## config.mk

```make
export PLATFORM = sky130hd
export DESIGN_NAME = distance_lru_slot_cache_top
export DESIGN_NICKNAME = d
export VERILOG_FILES = /design/src/rtl/core/dlsc_pkg.sv /design/src/rtl/core/distance_lru_slot_cache_top.sv /design/src/rtl/core/dlsc_ctrl.sv /design/src/rtl/core/dlsc_datapath.sv
export VERILOG_INCLUDE_DIRS = /design/src /design/src/rtl/core
export SDC_FILE = /design/constraint.sdc
export NUM_CORES = 1
export LEC_CHECK = 0
export BUFFER_PORTS_ARGS = -buffer_cell sky130_fd_sc_hd__buf_2
export CORE_MARGIN = 5
export CORE_UTILIZATION = 54
export CTS_CLUSTER_SIZE = 14
export DETAILED_ROUTE_END_ITERATION = 10
export GPL_TIMING_DRIVEN = 0
export PLACE_DENSITY = 0.8
export SLEW_MARGIN = 20
export SYNTH_ARGS = -nofsm -noshare
export SYNTH_HDL_FRONTEND = slang
export SYNTH_HIERARCHICAL = 1
export SYNTH_SLANG_ARGS = --single-unit
```

## constraint.sdc

```tcl
create_clock -name clk -period 9.02 [get_ports clk]
set_input_delay 1.804 -clock clk [delete_from_list [all_inputs] [get_ports clk]]
set_output_delay 1.804 -clock clk [all_outputs]
set_load 0.01 [all_outputs]
```

## src/rtl/core/distance_lru_slot_cache_top_macros.svh

```systemverilog
// Assertion macros shared by the block's modules.
`ifndef DISTANCE_LRU_SLOT_CACHE_TOP_MACROS_SVH
`define DISTANCE_LRU_SLOT_CACHE_TOP_MACROS_SVH

`ifndef SYNTHESIS

`define CHK_NEVER(lbl, clk, rst_n, cond, msg) \
	lbl: assert property (@(posedge clk) disable iff (!(rst_n)) !(cond)) else $error(msg);

`define CHK_IMPLIES(lbl, clk, rst_n, ante, cons, msg) \
	lbl: assert property (@(posedge clk) disable iff (!(rst_n)) (ante) |-> (cons)) \
		else $error(msg);

`define CHK_NEXT(lbl, clk, rst_n, ante, cons, msg) \
	lbl: assert property (@(posedge clk) disable iff (!(rst_n)) (ante) |=> (cons)) \
		else $error(msg);

`else

`define CHK_NEVER(lbl, clk, rst_n, cond, msg)

`define CHK_IMPLIES(lbl, clk, rst_n, ante, cons, msg)

`define CHK_NEXT(lbl, clk, rst_n, ante, cons, msg)

`endif

`endif

```

## src/rtl/core/dlsc_pkg.sv

```systemverilog
package dlsc_pkg;

	localparam int TAG_W = 16;
	localparam int ST_W = 2;
	localparam int OUT_SLOT_W = 5;
	localparam int DIST_W = 5;

	localparam logic [ST_W-1:0] ST_PENDING = 2'd0;
	localparam logic [ST_W-1:0] ST_LOADED = 2'd1;
	localparam logic [ST_W-1:0] ST_MISSING = 2'd2;

	localparam logic [3:0] RADIUS_RESET = 4'd6;

	typedef enum logic [1:0] {
		OP_LOOKUP = 2'd0,
		OP_PICK = 2'd1,
		OP_REPORT = 2'd2,
		OP_FLUSH = 2'd3
	} op_t;

	typedef enum logic {
		CFG_ITEM_COUNT = 1'b0,
		CFG_RADIUS = 1'b1
	} cfg_idx_t;

	typedef enum logic [2:0] {
		S_IDLE,
		S_SCAN,
		S_DECIDE,
		S_PREF,
		S_RPT_RD,
		S_RPT_EV,
		S_FLUSH
	} state_t;

	typedef enum logic [2:0] {
		RES_ZERO,
		RES_MATCH,
		RES_CLAIM,
		RES_PEND,
		RES_PREF,
		RES_REPORT
	} res_sel_t;

	typedef struct packed {
		logic load;
		logic scan;
		logic pref_step;
		logic rpt_read;
		logic flush;
		logic emit;
		res_sel_t res_sel;
	} cmd_t;

	typedef struct packed {
		op_t op;
		logic scan_end;
		logic match;
		logic pend;
		logic zero_count;
		logic pref_ok;
		logic pref_end;
	} status_t;

endpackage

```

## src/rtl/core/distance_lru_slot_cache_top.sv

```systemverilog
// Sequence: a lookup scans every slot, decides, then registers its result on done; a pick may
// add a prefetch search, one candidate index per cycle; report reads one slot; flush clears all.
// Throughput: one item at a time; the slot scan reads the tag memory once per cycle.
// done pulses for one cycle with the result; the receiver cannot stall it.
// Reset: arst_n clears every slot valid bit, item_count to 0, prefetch_radius to 6.
module distance_lru_slot_cache_top import dlsc_pkg::*; #(
	parameter int SLOT_COUNT = 32
) (
	input  logic                  clk,
	input  logic                  arst_n,
	input  logic                  cfg_we,
	input  logic                  cfg_index,
	input  logic [TAG_W-1:0]      cfg_data,
	input  logic                  start,
	input  logic [1:0]            op,
	input  logic [TAG_W-1:0]      target_index,
	input  logic [TAG_W-1:0]      item_index,
	input  logic [OUT_SLOT_W-1:0] report_slot,
	input  logic                  load_ok,
	output logic                  busy,
	output logic                  done,
	output logic [OUT_SLOT_W-1:0] slot_index,
	output logic [TAG_W-1:0]      slot_item,
	output logic                  hit,
	output logic [ST_W-1:0]       load_state,
	output logic                  found
);

	cmd_t cmd;
	status_t status;

	dlsc_ctrl u_ctrl (
		.clk      (clk),
		.arst_n   (arst_n),
		.start    (start),
		.op       (op_t'(op)),
		.status_i (status),
		.cmd_o    (cmd),
		.busy     (busy)
	);

	dlsc_datapath #(
		.SLOT_COUNT (SLOT_COUNT)
	) u_datapath (
		.clk          (clk),
		.arst_n       (arst_n),
		.cfg_we       (cfg_we),
		.cfg_index    (cfg_index),
		.cfg_data     (cfg_data),
		.op           (op_t'(op)),
		.target_index (target_index),
		.item_index   (item_index),
		.report_slot  (report_slot),
		.load_ok      (load_ok),
		.cmd_i        (cmd),
		.status_o     (status),
		.done         (done),
		.slot_index   (slot_index),
		.slot_item    (slot_item),
		.hit          (hit),
		.load_state   (load_state),
		.found        (found)
	);

endmodule

```

## src/rtl/core/dlsc_ctrl.sv

```systemverilog
`include "distance_lru_slot_cache_top_macros.svh"

module dlsc_ctrl import dlsc_pkg::*; (
	input  logic    clk,
	input  logic    arst_n,
	input  logic    start,
	input  op_t     op,
	input  status_t status_i,
	output cmd_t    cmd_o,
	output logic    busy
);

	state_t state_q, state_d;

	always_ff @(posedge clk or negedge arst_n) begin
		if (!arst_n) begin
			state_q <= S_IDLE;
		end else begin
			state_q <= state_d;
		end
	end

	always_comb begin
		state_d = state_q;
		cmd_o = '0;
		cmd_o.res_sel = RES_ZERO;
		unique case (state_q)
			S_IDLE: begin
				if (start) begin
					cmd_o.load = 1'b1;
					unique case (op)
						OP_LOOKUP: state_d = S_SCAN;
						OP_PICK: state_d = S_SCAN;
						OP_REPORT: state_d = S_RPT_RD;
						OP_FLUSH: state_d = S_FLUSH;
					endcase
				end
			end
			S_SCAN: begin
				cmd_o.scan = 1'b1;
				if (status_i.scan_end) begin
					state_d = S_DECIDE;
				end
			end
			S_DECIDE: begin
				priority if (status_i.op == OP_LOOKUP) begin
					cmd_o.emit = 1'b1;
					cmd_o.res_sel = status_i.match ? RES_MATCH : RES_CLAIM;
					state_d = S_IDLE;
				end else if (status_i.zero_count) begin
					cmd_o.emit = 1'b1;
					cmd_o.res_sel = RES_ZERO;
					state_d = S_IDLE;
				end else if (status_i.pend) begin
					cmd_o.emit = 1'b1;
					cmd_o.res_sel = RES_PEND;
					state_d = S_IDLE;
				end else begin
					state_d = S_PREF;
				end
			end
			S_PREF: begin
				priority if (status_i.pref_end) begin
					cmd_o.emit = 1'b1;
					cmd_o.res_sel = RES_ZERO;
					state_d = S_IDLE;
				end else if (status_i.pref_ok) begin
					cmd_o.emit = 1'b1;
					cmd_o.res_sel = RES_PREF;
					state_d = S_IDLE;
				end else begin
					cmd_o.pref_step = 1'b1;
				end
			end
			S_RPT_RD: begin
				cmd_o.rpt_read = 1'b1;
				state_d = S_RPT_EV;
			end
			S_RPT_EV: begin
				cmd_o.emit = 1'b1;
				cmd_o.res_sel = RES_REPORT;
				state_d = S_IDLE;
			end
			S_FLUSH: begin
				cmd_o.flush = 1'b1;
				cmd_o.emit = 1'b1;
				cmd_o.res_sel = RES_ZERO;
				state_d = S_IDLE;
			end
			default: begin
				state_d = S_IDLE;
			end
		endcase
	end

	assign busy = (state_q != S_IDLE);

	`CHK_NEXT(emit_ends_item, clk, arst_n, cmd_o.emit, state_q == S_IDLE, "emit did not end the item")
	`CHK_NEXT(accept_leaves_idle, clk, arst_n, start && state_q == S_IDLE, state_q != S_IDLE, "accepted item left controller idle")
	`CHK_IMPLIES(decide_after_scan, clk, arst_n, state_q == S_DECIDE, $past(state_q) == S_SCAN, "decide entered without a scan")

endmodule

```

## src/rtl/core/dlsc_datapath.sv

```systemverilog
`include "distance_lru_slot_cache_top_macros.svh"

module dlsc_datapath import dlsc_pkg::*; #(
	parameter int SLOT_COUNT = 32
) (
	input  logic                  clk,
	input  logic                  arst_n,
	input  logic                  cfg_we,
	input  logic                  cfg_index,
	input  logic [TAG_W-1:0]      cfg_data,
	input  op_t                   op,
	input  logic [TAG_W-1:0]      target_index,
	input  logic [TAG_W-1:0]      item_index,
	input  logic [OUT_SLOT_W-1:0] report_slot,
	input  logic                  load_ok,
	input  cmd_t                  cmd_i,
	output status_t               status_o,
	output logic                  done,
	output logic [OUT_SLOT_W-1:0] slot_index,
	output logic [TAG_W-1:0]      slot_item,
	output logic                  hit,
	output logic [ST_W-1:0]       load_state,
	output logic                  found
);

	localparam int SW = $clog2(SLOT_COUNT);
	localparam int CW = $clog2(SLOT_COUNT + 1);
	localparam int WW = TAG_W + ST_W;
	localparam logic [CW-1:0] LAST_CNT = CW'(SLOT_COUNT);

	logic [TAG_W-1:0] item_count_q;
	logic [3:0] radius_q;

	op_t op_q;
	logic [TAG_W-1:0] target_q;
	logic [TAG_W-1:0] item_q;
	logic [OUT_SLOT_W-1:0] rslot_q;
	logic ok_q;

	logic [WW-1:0] slot_mem_q [SLOT_COUNT];
	logic [SLOT_COUNT-1:0] valid_q;

	logic [CW-1:0] cnt_q;
	logic eval_s1;
	logic [SW-1:0] idx_s1;
	logic [WW-1:0] rd_s1;

	logic match_q;
	logic [SW-1:0] match_idx_q;
	logic [ST_W-1:0] match_st_q;
	logic free_q;
	logic [SW-1:0] free_idx_q;
	logic far_q;
	logic [SW-1:0] far_idx_q;
	logic [TAG_W-1:0] far_d_q;
	logic pend_q;
	logic [SW-1:0] pend_idx_q;
	logic [TAG_W-1:0] pend_d_q;
	logic [TAG_W-1:0] pend_tag_q;
	logic [15:0] plus_map_q;
	logic [15:0] minus_map_q;

	logic [DIST_W-1:0] pd_q;
	logic psgn_q;

	logic [TAG_W-1:0] rd_tag;
	logic [ST_W-1:0] rd_st;
	logic rd_v;
	logic [TAG_W:0] diff_up;
	logic [TAG_W-1:0] diff_dn;
	logic [TAG_W-1:0] tag_gap;
	logic plus_near;
	logic minus_near;

	logic [SW-1:0] claim_idx;
	logic rd_en;
	logic [SW-1:0] rd_addr;
	logic rpt_in;
	logic rpt_apply;
	logic [ST_W-1:0] rpt_st;

	logic [TAG_W:0] cand;
	logic skip_minus;
	logic cand_below;
	logic slotted;
	logic pref_end;

	logic mem_we;
	logic [SW-1:0] mem_wa;
	logic [WW-1:0] mem_wd;
	logic claim_we;

	logic [OUT_SLOT_W-1:0] res_slot;
	logic [TAG_W-1:0] res_item;
	logic res_hit;
	logic [ST_W-1:0] res_st;
	logic res_found;

	logic done_q;
	logic [OUT_SLOT_W-1:0] slot_index_q;
	logic [TAG_W-1:0] slot_item_q;
	logic hit_q;
	logic [ST_W-1:0] load_state_q;
	logic found_q;

	always_ff @(posedge clk or negedge arst_n) begin
		if (!arst_n) begin
			item_count_q <= '0;
			radius_q <= RADIUS_RESET;
		end else if (cfg_we) begin
			unique case (cfg_idx_t'(cfg_index))
				CFG_ITEM_COUNT: item_count_q <= cfg_data;
				CFG_RADIUS: radius_q <= cfg_data[3:0];
			endcase
		end
	end

	always_ff @(posedge clk) begin
		if (cmd_i.load) begin
			op_q <= op;
			target_q <= target_index;
			item_q <= item_index;
			rslot_q <= report_slot;
			ok_q <= load_ok;
		end
	end

	assign rd_tag = rd_s1[WW-1:ST_W];
	assign rd_st = rd_s1[ST_W-1:0];
	assign rd_v = valid_q[idx_s1];
	assign diff_up = {1'b0, rd_tag} - {1'b0, target_q};
	assign diff_dn = target_q - rd_tag;
	assign tag_gap = diff_up[TAG_W] ? diff_dn : diff_up[TAG_W-1:0];
	assign plus_near = !diff_up[TAG_W] && (diff_up[TAG_W-1:4] == '0);
	assign minus_near = diff_up[TAG_W] && (diff_dn[TAG_W-1:4] == '0);

	assign claim_idx = free_q ? free_idx_q : far_idx_q;
	assign rpt_in = ({2'b00, rslot_q} < 7'(SLOT_COUNT));
	assign rd_en = (cmd_i.rpt_read && rpt_in) || (cmd_i.scan && (cnt_q < LAST_CNT));
	assign rd_addr = cmd_i.rpt_read ? SW'(rslot_q) : cnt_q[SW-1:0];
	assign rpt_apply = rpt_in && rd_v && (rd_tag == item_q);
	assign rpt_st = ok_q ? ST_LOADED : ST_MISSING;

	assign cand = psgn_q ? ({1'b0, target_q} - (TAG_W + 1)'(pd_q))
	                     : ({1'b0, target_q} + (TAG_W + 1)'(pd_q));
	assign skip_minus = psgn_q && ((pd_q == '0) || (TAG_W'(pd_q) > target_q));
	assign cand_below = (cand < {1'b0, item_count_q});
	assign slotted = psgn_q ? minus_map_q[pd_q[3:0]] : plus_map_q[pd_q[3:0]];
	assign pref_end = (pd_q > {1'b0, radius_q});

	always_ff @(posedge clk or negedge arst_n) begin
		if (!arst_n) begin
			cnt_q <= '0;
			eval_s1 <= 1'b0;
			idx_s1 <= '0;
			pd_q <= '0;
			psgn_q <= 1'b0;
		end else begin
			eval_s1 <= cmd_i.scan && (cnt_q < LAST_CNT);
			if (cmd_i.load) begin
				cnt_q <= '0;
				pd_q <= '0;
				psgn_q <= 1'b0;
			end
			if (cmd_i.scan && (cnt_q < LAST_CNT)) begin
				cnt_q <= cnt_q + 1'b1;
				idx_s1 <= cnt_q[SW-1:0];
			end
			if (cmd_i.rpt_read) begin
				idx_s1 <= SW'(rslot_q);
			end
			if (cmd_i.pref_step) begin
				if (psgn_q) begin
					pd_q <= pd_q + 1'b1;
				end
				psgn_q <= !psgn_q;
			end
		end
	end

	always_ff @(posedge clk or negedge arst_n) begin
		if (!arst_n) begin
			match_q <= 1'b0;
			match_idx_q <= '0;
			match_st_q <= '0;
			free_q <= 1'b0;
			free_idx_q <= '0;
			far_q <= 1'b0;
			far_idx_q <= '0;
			far_d_q <= '0;
			pend_q <= 1'b0;
			pend_idx_q <= '0;
			pend_d_q <= '0;
			pend_tag_q <= '0;
			plus_map_q <= '0;
			minus_map_q <= '0;
		end else if (cmd_i.load) begin
			match_q <= 1'b0;
			free_q <= 1'b0;
			far_q <= 1'b0;
			pend_q <= 1'b0;
			plus_map_q <= '0;
			minus_map_q <= '0;
		end else if (eval_s1) begin
			if (!rd_v) begin
				if (!free_q) begin
					free_q <= 1'b1;
					free_idx_q <= idx_s1;
				end
			end else begin
				if (!match_q && (rd_tag == item_q)) begin
					match_q <= 1'b1;
					match_idx_q <= idx_s1;
					match_st_q <= rd_st;
				end
				if (!far_q || (tag_gap > far_d_q)) begin
					far_q <= 1'b1;
					far_idx_q <= idx_s1;
					far_d_q <= tag_gap;
				end
				if ((rd_st == ST_PENDING) && (!pend_q || (tag_gap < pend_d_q))) begin
					pend_q <= 1'b1;
					pend_idx_q <= idx_s1;
					pend_d_q <= tag_gap;
					pend_tag_q <= rd_tag;
				end
				if (plus_near) begin
					plus_map_q[diff_up[3:0]] <= 1'b1;
				end
				if (minus_near) begin
					minus_map_q[diff_dn[3:0]] <= 1'b1;
				end
			end
		end
	end

	assign claim_we = cmd_i.emit && ((cmd_i.res_sel == RES_CLAIM) || (cmd_i.res_sel == RES_PREF));
	assign mem_we = claim_we || (cmd_i.emit && (cmd_i.res_sel == RES_REPORT) && rpt_apply);
	assign mem_wa = claim_we ? claim_idx : SW'(rslot_q);

	always_comb begin
		if (claim_we) begin
			mem_wd = {((cmd_i.res_sel == RES_PREF) ? cand[TAG_W-1:0] : item_q), ST_PENDING};
		end else begin
			mem_wd = {rd_tag, rpt_st};
		end
	end

	always_ff @(posedge clk) begin
		if (mem_we) begin
			slot_mem_q[mem_wa] <= mem_wd;
		end
		if (rd_en) begin
			rd_s1 <= slot_mem_q[rd_addr];
		end
	end

	always_ff @(posedge clk or negedge arst_n) begin
		if (!arst_n) begin
			valid_q <= '0;
		end else if (cmd_i.flush) begin
			valid_q <= '0;
		end else if (claim_we) begin
			valid_q[claim_idx] <= 1'b1;
		end
	end

	always_comb begin
		res_slot = '0;
		res_item = '0;
		res_hit = 1'b0;
		res_st = ST_PENDING;
		res_found = 1'b0;
		unique case (cmd_i.res_sel)
			RES_ZERO: begin
			end
			RES_MATCH: begin
				res_slot = OUT_SLOT_W'(match_idx_q);
				res_item = item_q;
				res_hit = 1'b1;
				res_st = match_st_q;
			end
			RES_CLAIM: begin
				res_slot = OUT_SLOT_W'(claim_idx);
				res_item = item_q;
			end
			RES_PEND: begin
				res_slot = OUT_SLOT_W'(pend_idx_q);
				res_item = pend_tag_q;
				res_hit = 1'b1;
				res_found = 1'b1;
			end
			RES_PREF: begin
				res_slot = OUT_SLOT_W'(claim_idx);
				res_item = cand[TAG_W-1:0];
				res_found = 1'b1;
			end
			RES_REPORT: begin
				res_slot = rslot_q;
				if (rpt_in && rd_v) begin
					res_item = rd_tag;
					res_hit = rpt_apply;
					res_st = rpt_apply ? rpt_st : rd_st;
					res_found = rpt_apply;
				end
			end
			default: begin
			end
		endcase
	end

	always_ff @(posedge clk or negedge arst_n) begin
		if (!arst_n) begin
			done_q <= 1'b0;
		end else begin
			done_q <= cmd_i.emit;
		end
	end

	always_ff @(posedge clk) begin
		if (cmd_i.emit) begin
			slot_index_q <= res_slot;
			slot_item_q <= res_item;
			hit_q <= res_hit;
			load_state_q <= res_st;
			found_q <= res_found;
		end
	end

	assign status_o.op = op_q;
	assign status_o.scan_end = (cnt_q == LAST_CNT);
	assign status_o.match = match_q;
	assign status_o.pend = pend_q;
	assign status_o.zero_count = (item_count_q == '0);
	assign status_o.pref_ok = !pref_end && !skip_minus && cand_below && !slotted;
	assign status_o.pref_end = pref_end;

	assign done = done_q;
	assign slot_index = slot_index_q;
	assign slot_item = slot_item_q;
	assign hit = hit_q;
	assign load_state = load_state_q;
	assign found = found_q;

	`CHK_IMPLIES(claim_has_victim, clk, arst_n, claim_we && !free_q, far_q,
		"claim with no free or far slot")
	`CHK_IMPLIES(pend_result_known, clk, arst_n, cmd_i.emit && (cmd_i.res_sel == RES_PEND),
		pend_q, "pending result with no pending slot")
	`CHK_NEVER(scan_in_range, clk, arst_n, cnt_q > LAST_CNT, "scan counter past slot count")

endmodule
```

### Word level (Yosys, flattened, before mapping)

Memory sizes are Yosys's and may differ from the RTL's. A register that Yosys moved wholly into a read port is not among the register bits.
Cells that the tools add are included.

| storage, ports and cells | value |
|---|---|
| register bits | 245 |
| RAM bits | 576 |
| input bits | 61 |
| output and inout bits | 27 |
| logic and storage cells | 240 |
| memories | 1 |

Memory list:

| memory | depth | width | read ports | clocked after memory_dff | wr ports | RTL line | source |
|---|---|---|---|---|---|---|---|
| u_datapath.slot_mem_q | 32 | 18 | 1 | 1 | 1 | dlsc_datapath.sv:40 | `logic [WW-1:0] slot_mem_q [SLOT_COUNT];` |

| operators by class | value |
|---|---|
| add/subtract/negate cells | 6 |
| $lt $le $gt $ge | 14 |
| equal/unequal tests | 20 |
| mux-type cells | 90 |
| bitwise logic cells | 7 |
| reductions and logical operators | 68 |

Operators by type and width:

| operator | number |
|---|---|
| $mux W16 | 11 |
| $mux W32 | 2 |
| $pmux W16 S4 | 1 |
| $mux W5 | 8 |
| $mux W1 | 35 |
| $or A16 B16 Y16 | 2 |
| $or A32 B32 Y32 | 1 |
| $logic_not A12 Y1 | 2 |
| $reduce_bool A2 Y1 | 11 |
| $mux W4 | 5 |
| $pmux W5 S4 | 1 |
| $mux W18 | 1 |
| $reduce_and A3 Y1 | 6 |
| $add A16 B5 Y17 | 1 |
| $lt A17 B16 Y1 | 1 |
| $mux W17 | 1 |
| $sub A16 B16 Y17 | 1 |
| $sub A16 B5 Y17 | 1 |
| $eq A16 B16 Y1 | 1 |
| $gt A16 B16 Y1 | 1 |
| $gt A5 B16 Y1 | 1 |
| $logic_and A1 B1 Y1 | 16 |
| $logic_not A16 Y1 | 1 |
| $lt A16 B16 Y1 | 1 |
| 39 further kinds | 93 |

### Depth between registers and ports, before layout

| logic depth | value |
|---|---|
| word-level depth | 16 |
| mapped depth | 28 |
| depth with buffers taken out | 26 |

### Hierarchy

The synthesis kept the hierarchy.

By module, submodules not included:

| module | instances | cells an instance | area an instance (sq um) | seq. area each (sq um) |
|---|---|---|---|---|
| dlsc_datapath | 1 | 2,623 | 37,745.0 | 24,220.7 |
| dlsc_ctrl | 1 | 48 | 375.4 | 75.1 |

### Worst setup path before layout

OpenSTA, ideal clock, no wires.

| path | value |
|---|---|
| path kind | reg2reg |
| start | register u_datapath.pd_q[1] |
| end | memory u_datapath/slot_mem_q[20][0] (netlist name), enable pin |
| library setup time | 393 ps |
| arrival | 7,142 ps |
| data required time | 8,627 ps |
| slack | 1,486 ps |
| stages on the path, launching flop included | 25 |
| buffers on the path | 2 |
| clock period less this slack | 7,534 ps |
| cell sequence | dfrtp_1 > clkbuf_1 > inv_1 > ha_1 > nor2b_1 > o21a_1 > o21bai_1 > a21oi_1 > o21bai_1 > o32ai_1 > xnor2_1 > ha_1 > a21o_1 > a21o_1 > a21oi_1 > o21ai_0 > nor4b_1 > or2_2 > a21oi_1 > o22ai_1 > nand2_1 > clkbuf_1 > o21ai_0 > nand3_1 > nor2_1 |

RTL lines:

| element | RTL line | source |
|---|---|---|
| start: declaration | dlsc_datapath.sv:63 | `logic [DIST_W-1:0] pd_q;` |
| start signal: assignment | dlsc_datapath.sv:174 | `pd_q <= pd_q + 1'b1;` |
| end: declaration | dlsc_datapath.sv:40 |  |

==> impl_results.md <==
* Status: complete, no violations
* LEAKAGE at 16.1 nW
* P&R area growth vs syn at 14.8%
* Total GRT Usage at 28.4%
* Hold Path Class: register to register
* Worst r2r dst: u_datapath/slot_mem_q[16][10]
* Worst Max-Slew Pin Slew at 1220 ps
* CP max stage delay at 720 ps
* Power Density at 354 mW/mm^2
* CTS HTree Levels at 3
* Util after Layout at 62.5%
* Register area share after synthesis at 63.7%
* Final cell count without fillers at 3909
* Worst endpoint data arrival time at 9220 ps
* Root Driver: clkbuf_16
* Setup Viol. Count Final at 0
* Largest net degree at the start of global routing at 104
* Yosys cell types at 87
* Fin. max-slew vios at 0
* Core Area at 0.0700 mm^2
* CP Capture Type: register
* NetSw at 6.04 mW
* Worst hold start: u_datapath/plus_map_q[2]
* Skew-Pair Late Insertion Delay at 670 ps
* Min cycle time layout at 8840 ps
* Worst endpoint required time at 9400 ps
* Slew HR at 18.1%
* Share of cells above drive strength 1 at 21.9%
* Starting density of the core at 54.4%
* Post-DP Area at 0.0409 mm^2
* Int Pwr at 9.44 mW
* Die ar. at 0.0760 mm^2
* Final HPWL DP at 76000 um
* Combinational Power Share at 43.1%
* Top delay family on crit path: simple AND/OR/NAND/NOR gates
* Post-CTS Hold Buffers at 0
* # clock sinks at 839
* Num CTS Buffers at 84
* Worst slack, placed at -25.1 ps
* RePlAce Congestion at 0.962
* Crit Path Max Fanout at 10
* # fillers at 4882
* Number of flops mapped to enable cells by yosys at 659
* Io pins at 88
* Via count at 25300
* Element type at the critical path start: register
* Clk slew on worst S/H paths at 60 ps
* Dpl cells at 3755
* MaxCap Viol Count at 0
* PortBufs at 87
* Tcrit/Tclk final at 98.0%
* Most frequent cells in the layout: edfxtp_1, nand2_1, dfrtp_1, mux4_2, inv_1
* # nets final at 3061
* Synth warnings at 6
* Hold_ws at 482 ps
* Row count at 97
* Remaining global-route overflow at 0
* CTS tree: yes
* Hold Path End: u_datapath/plus_map_q[2]
* Final Cell Area at 0.0438 mm^2
* Maximum VDD drop at 198 uV
* Clk pwr share at 22.4%
* Drt drc at 0
* CP Buf/Inv Count at 6
* Share of power burned in registers at 34.5%
* Endpoints failing hold at 0
* Most common cell after layout, fill and taps aside: edfxtp_1
* Via density at 6.47
* Switching Share at 39.0%
* Die W at 276 um
* Flops & latches, synth at 839
* Antenna-violating nets left at 0
* Post-CTS Setup Inserts at 0
* Initial antenna violation count at 3
* Vias in the first global route at 25800
* Routed WL at 108000 um
* Crit path kind: register to register
* Synth Net Count at 2831
* Hold Path Cell Cnt at 1
* Drt wl/cell at 27.7 um
* Unrepaired setup endpoints after global routing: true
* Setup ws final at 180 ps
* Syn Area/Cell at 14.3 um^2
* Clk buf depth at 3
* Antenna diode count at 0
* Layout Skew at 55.6 ps
* Reg-to-reg startpoint: u_datapath/pd_q[1]
* Area of the mapped netlist at 0.0381 mm^2
* R2R setup slack at 180 ps
* Top_reg_cell synth: edfxtp_1
* Die H at 276 um
* Initial drt markers at 3360
* Syn Inst Count at 2671
* Maximum clock frequency at 113 MHz
* Worst-case reg-to-reg path depth at 29
* Slowest CP cell: a21boi_0
* Total Power at 15.5 mW
* First-pass detailed-route iteration total at 6
* Fraction of registers with async set/reset at 21.5%
* First-pass GRT wire length at 160000 um
* Fin Setup TNS at 0 ps
metal layers:
layer	wire length [um]	GRT usage [%]	up-vias
met5	12	0	-
met4	7020	15.3	2
met3	9740	5.21	376
met2	53100	47.9	1717
met1	38400	35.2	12600
li1	-	-	10600
sequential cells by signal, indices dropped and copies added (netlist names), 6 cells and up:
signal and count:
u_datapath/plus_map_q 16, u_datapath/valid_q 32, u_datapath/slot_item 16, u_datapath/pend_tag_q 16, u_datapath/far_d_q 16, u_datapath/slot_mem_q 576
u_datapath/minus_map_q 16, u_datapath/rd_s1 18, u_datapath/item_count_q 16, u_datapath/target_q 16, u_datapath/cnt_q 6, u_datapath/pend_d_q 16
u_datapath/item_q 16
how the worst max path moves through the flow:
stage                        from                            end  slack (ps)  cells after the start
6_report       u_datapath/pd_q[1]  u_datapath/slot_mem_q[16][10]         180                     29
5_1_grt        u_datapath/pd_q[1]   u_datapath/slot_mem_q[16][9]        -190                     29
4_1_cts        u_datapath/pd_q[1]   u_datapath/slot_mem_q[23][8]         310                     29
3_5_place_dp   u_datapath/pd_q[1]   u_datapath/slot_mem_q[22][7]         -30                     29
3_3_place_gp   u_datapath/pd_q[1]   u_datapath/slot_mem_q[16][7]       -4010                     25
2_1_floorplan  u_datapath/pd_q[1]   u_datapath/slot_mem_q[20][0]        1490                     24
cell type report:
type	instances	area (um^2)	share of cell area [%]
Timing Repair Buffer	144	1330	3.05
Multi-Input combinational cell	1564	13100	29.9
Tap cell	940	1180	2.69
Clock inverter	40	452	1.03
Clock buffer	114	2300	5.26
Sequential cell	839	24300	55.5
Buffer	130	609	1.39
Inverter	138	518	1.18
power by group through the flow:
stage | Sequential (mW) | Combinational (mW) | Clock (mW)
2_1_floorplan | 5.31 | 4.14 | 0
5_1_grt | 5.36 | 7.12 | 3.68
4_1_cts | 5.32 | 6.54 | 3.51
3_5_place_dp | 5.40 | 6.45 | 0
6_report | 5.34 | 6.68 | 3.47
3_3_place_gp | 5.45 | 5.92 | 0
Yosys cell counts (17+ instances only):
master / instances / share of area, %
buf_2: 34 / 0.45
inv_1: 137 / 1.3
nand3_1: 133 / 1.7
mux4_2: 154 / 9.1
nor3_1: 21 / 0.28
o2bb2ai_1: 19 / 0.44
a22oi_1: 17 / 0.33
xnor2_1: 28 / 0.64
a21o_1: 22 / 0.43
a31oi_1: 17 / 0.28
o32ai_1: 19 / 0.44
dfrtp_1: 178 / 12
mux2_2: 87 / 2.6
nand2_1: 264 / 2.6
edfxtp_1: 659 / 52
xor2_1: 28 / 0.64
nor2_1: 167 / 1.6
o211ai_1: 20 / 0.39
o21ai_0: 85 / 1.1
ha_1: 95 / 3.1
clkbuf_1: 69 / 0.68
mux2i_1: 54 / 1.4
a21oi_1: 121 / 1.6
what timing repair did:
item / CTS / global route
endpoints found under the hold margin: 0 / 0
resized for setup: 1 / 20
pin swaps: 0 / 0
setup endpoints to repair: 40 / 419
worst reg2reg max path, delay by kind of cell, from the launching register on:
family | cells | cell delay (ps)
buffers and inverters | 6 | 1670
XOR/XNOR | 1 | 530
flip-flops | 1 | 460
AO/OA/AOI/OAI | 12 | 2570
adder cells (fa/ha/maj) | 2 | 670
AND/OR/NAND/NOR | 8 | 2680
cells by family (layout without fill, tap and decap cells):
group	Yosys count	after routing	synth area share, %
AND/OR/NAND/NOR	694	694	8.28
AO/OA/AOI/OAI	413	413	7.13
flip-flops	839	839	63.7
buffers and inverters	268	566	2.95
multiplexers	302	302	13.3
XOR/XNOR	56	56	1.29
adder cells (fa/ha/maj)	99	99	3.33
Note: power is estimated with default switching activity, not from simulation.
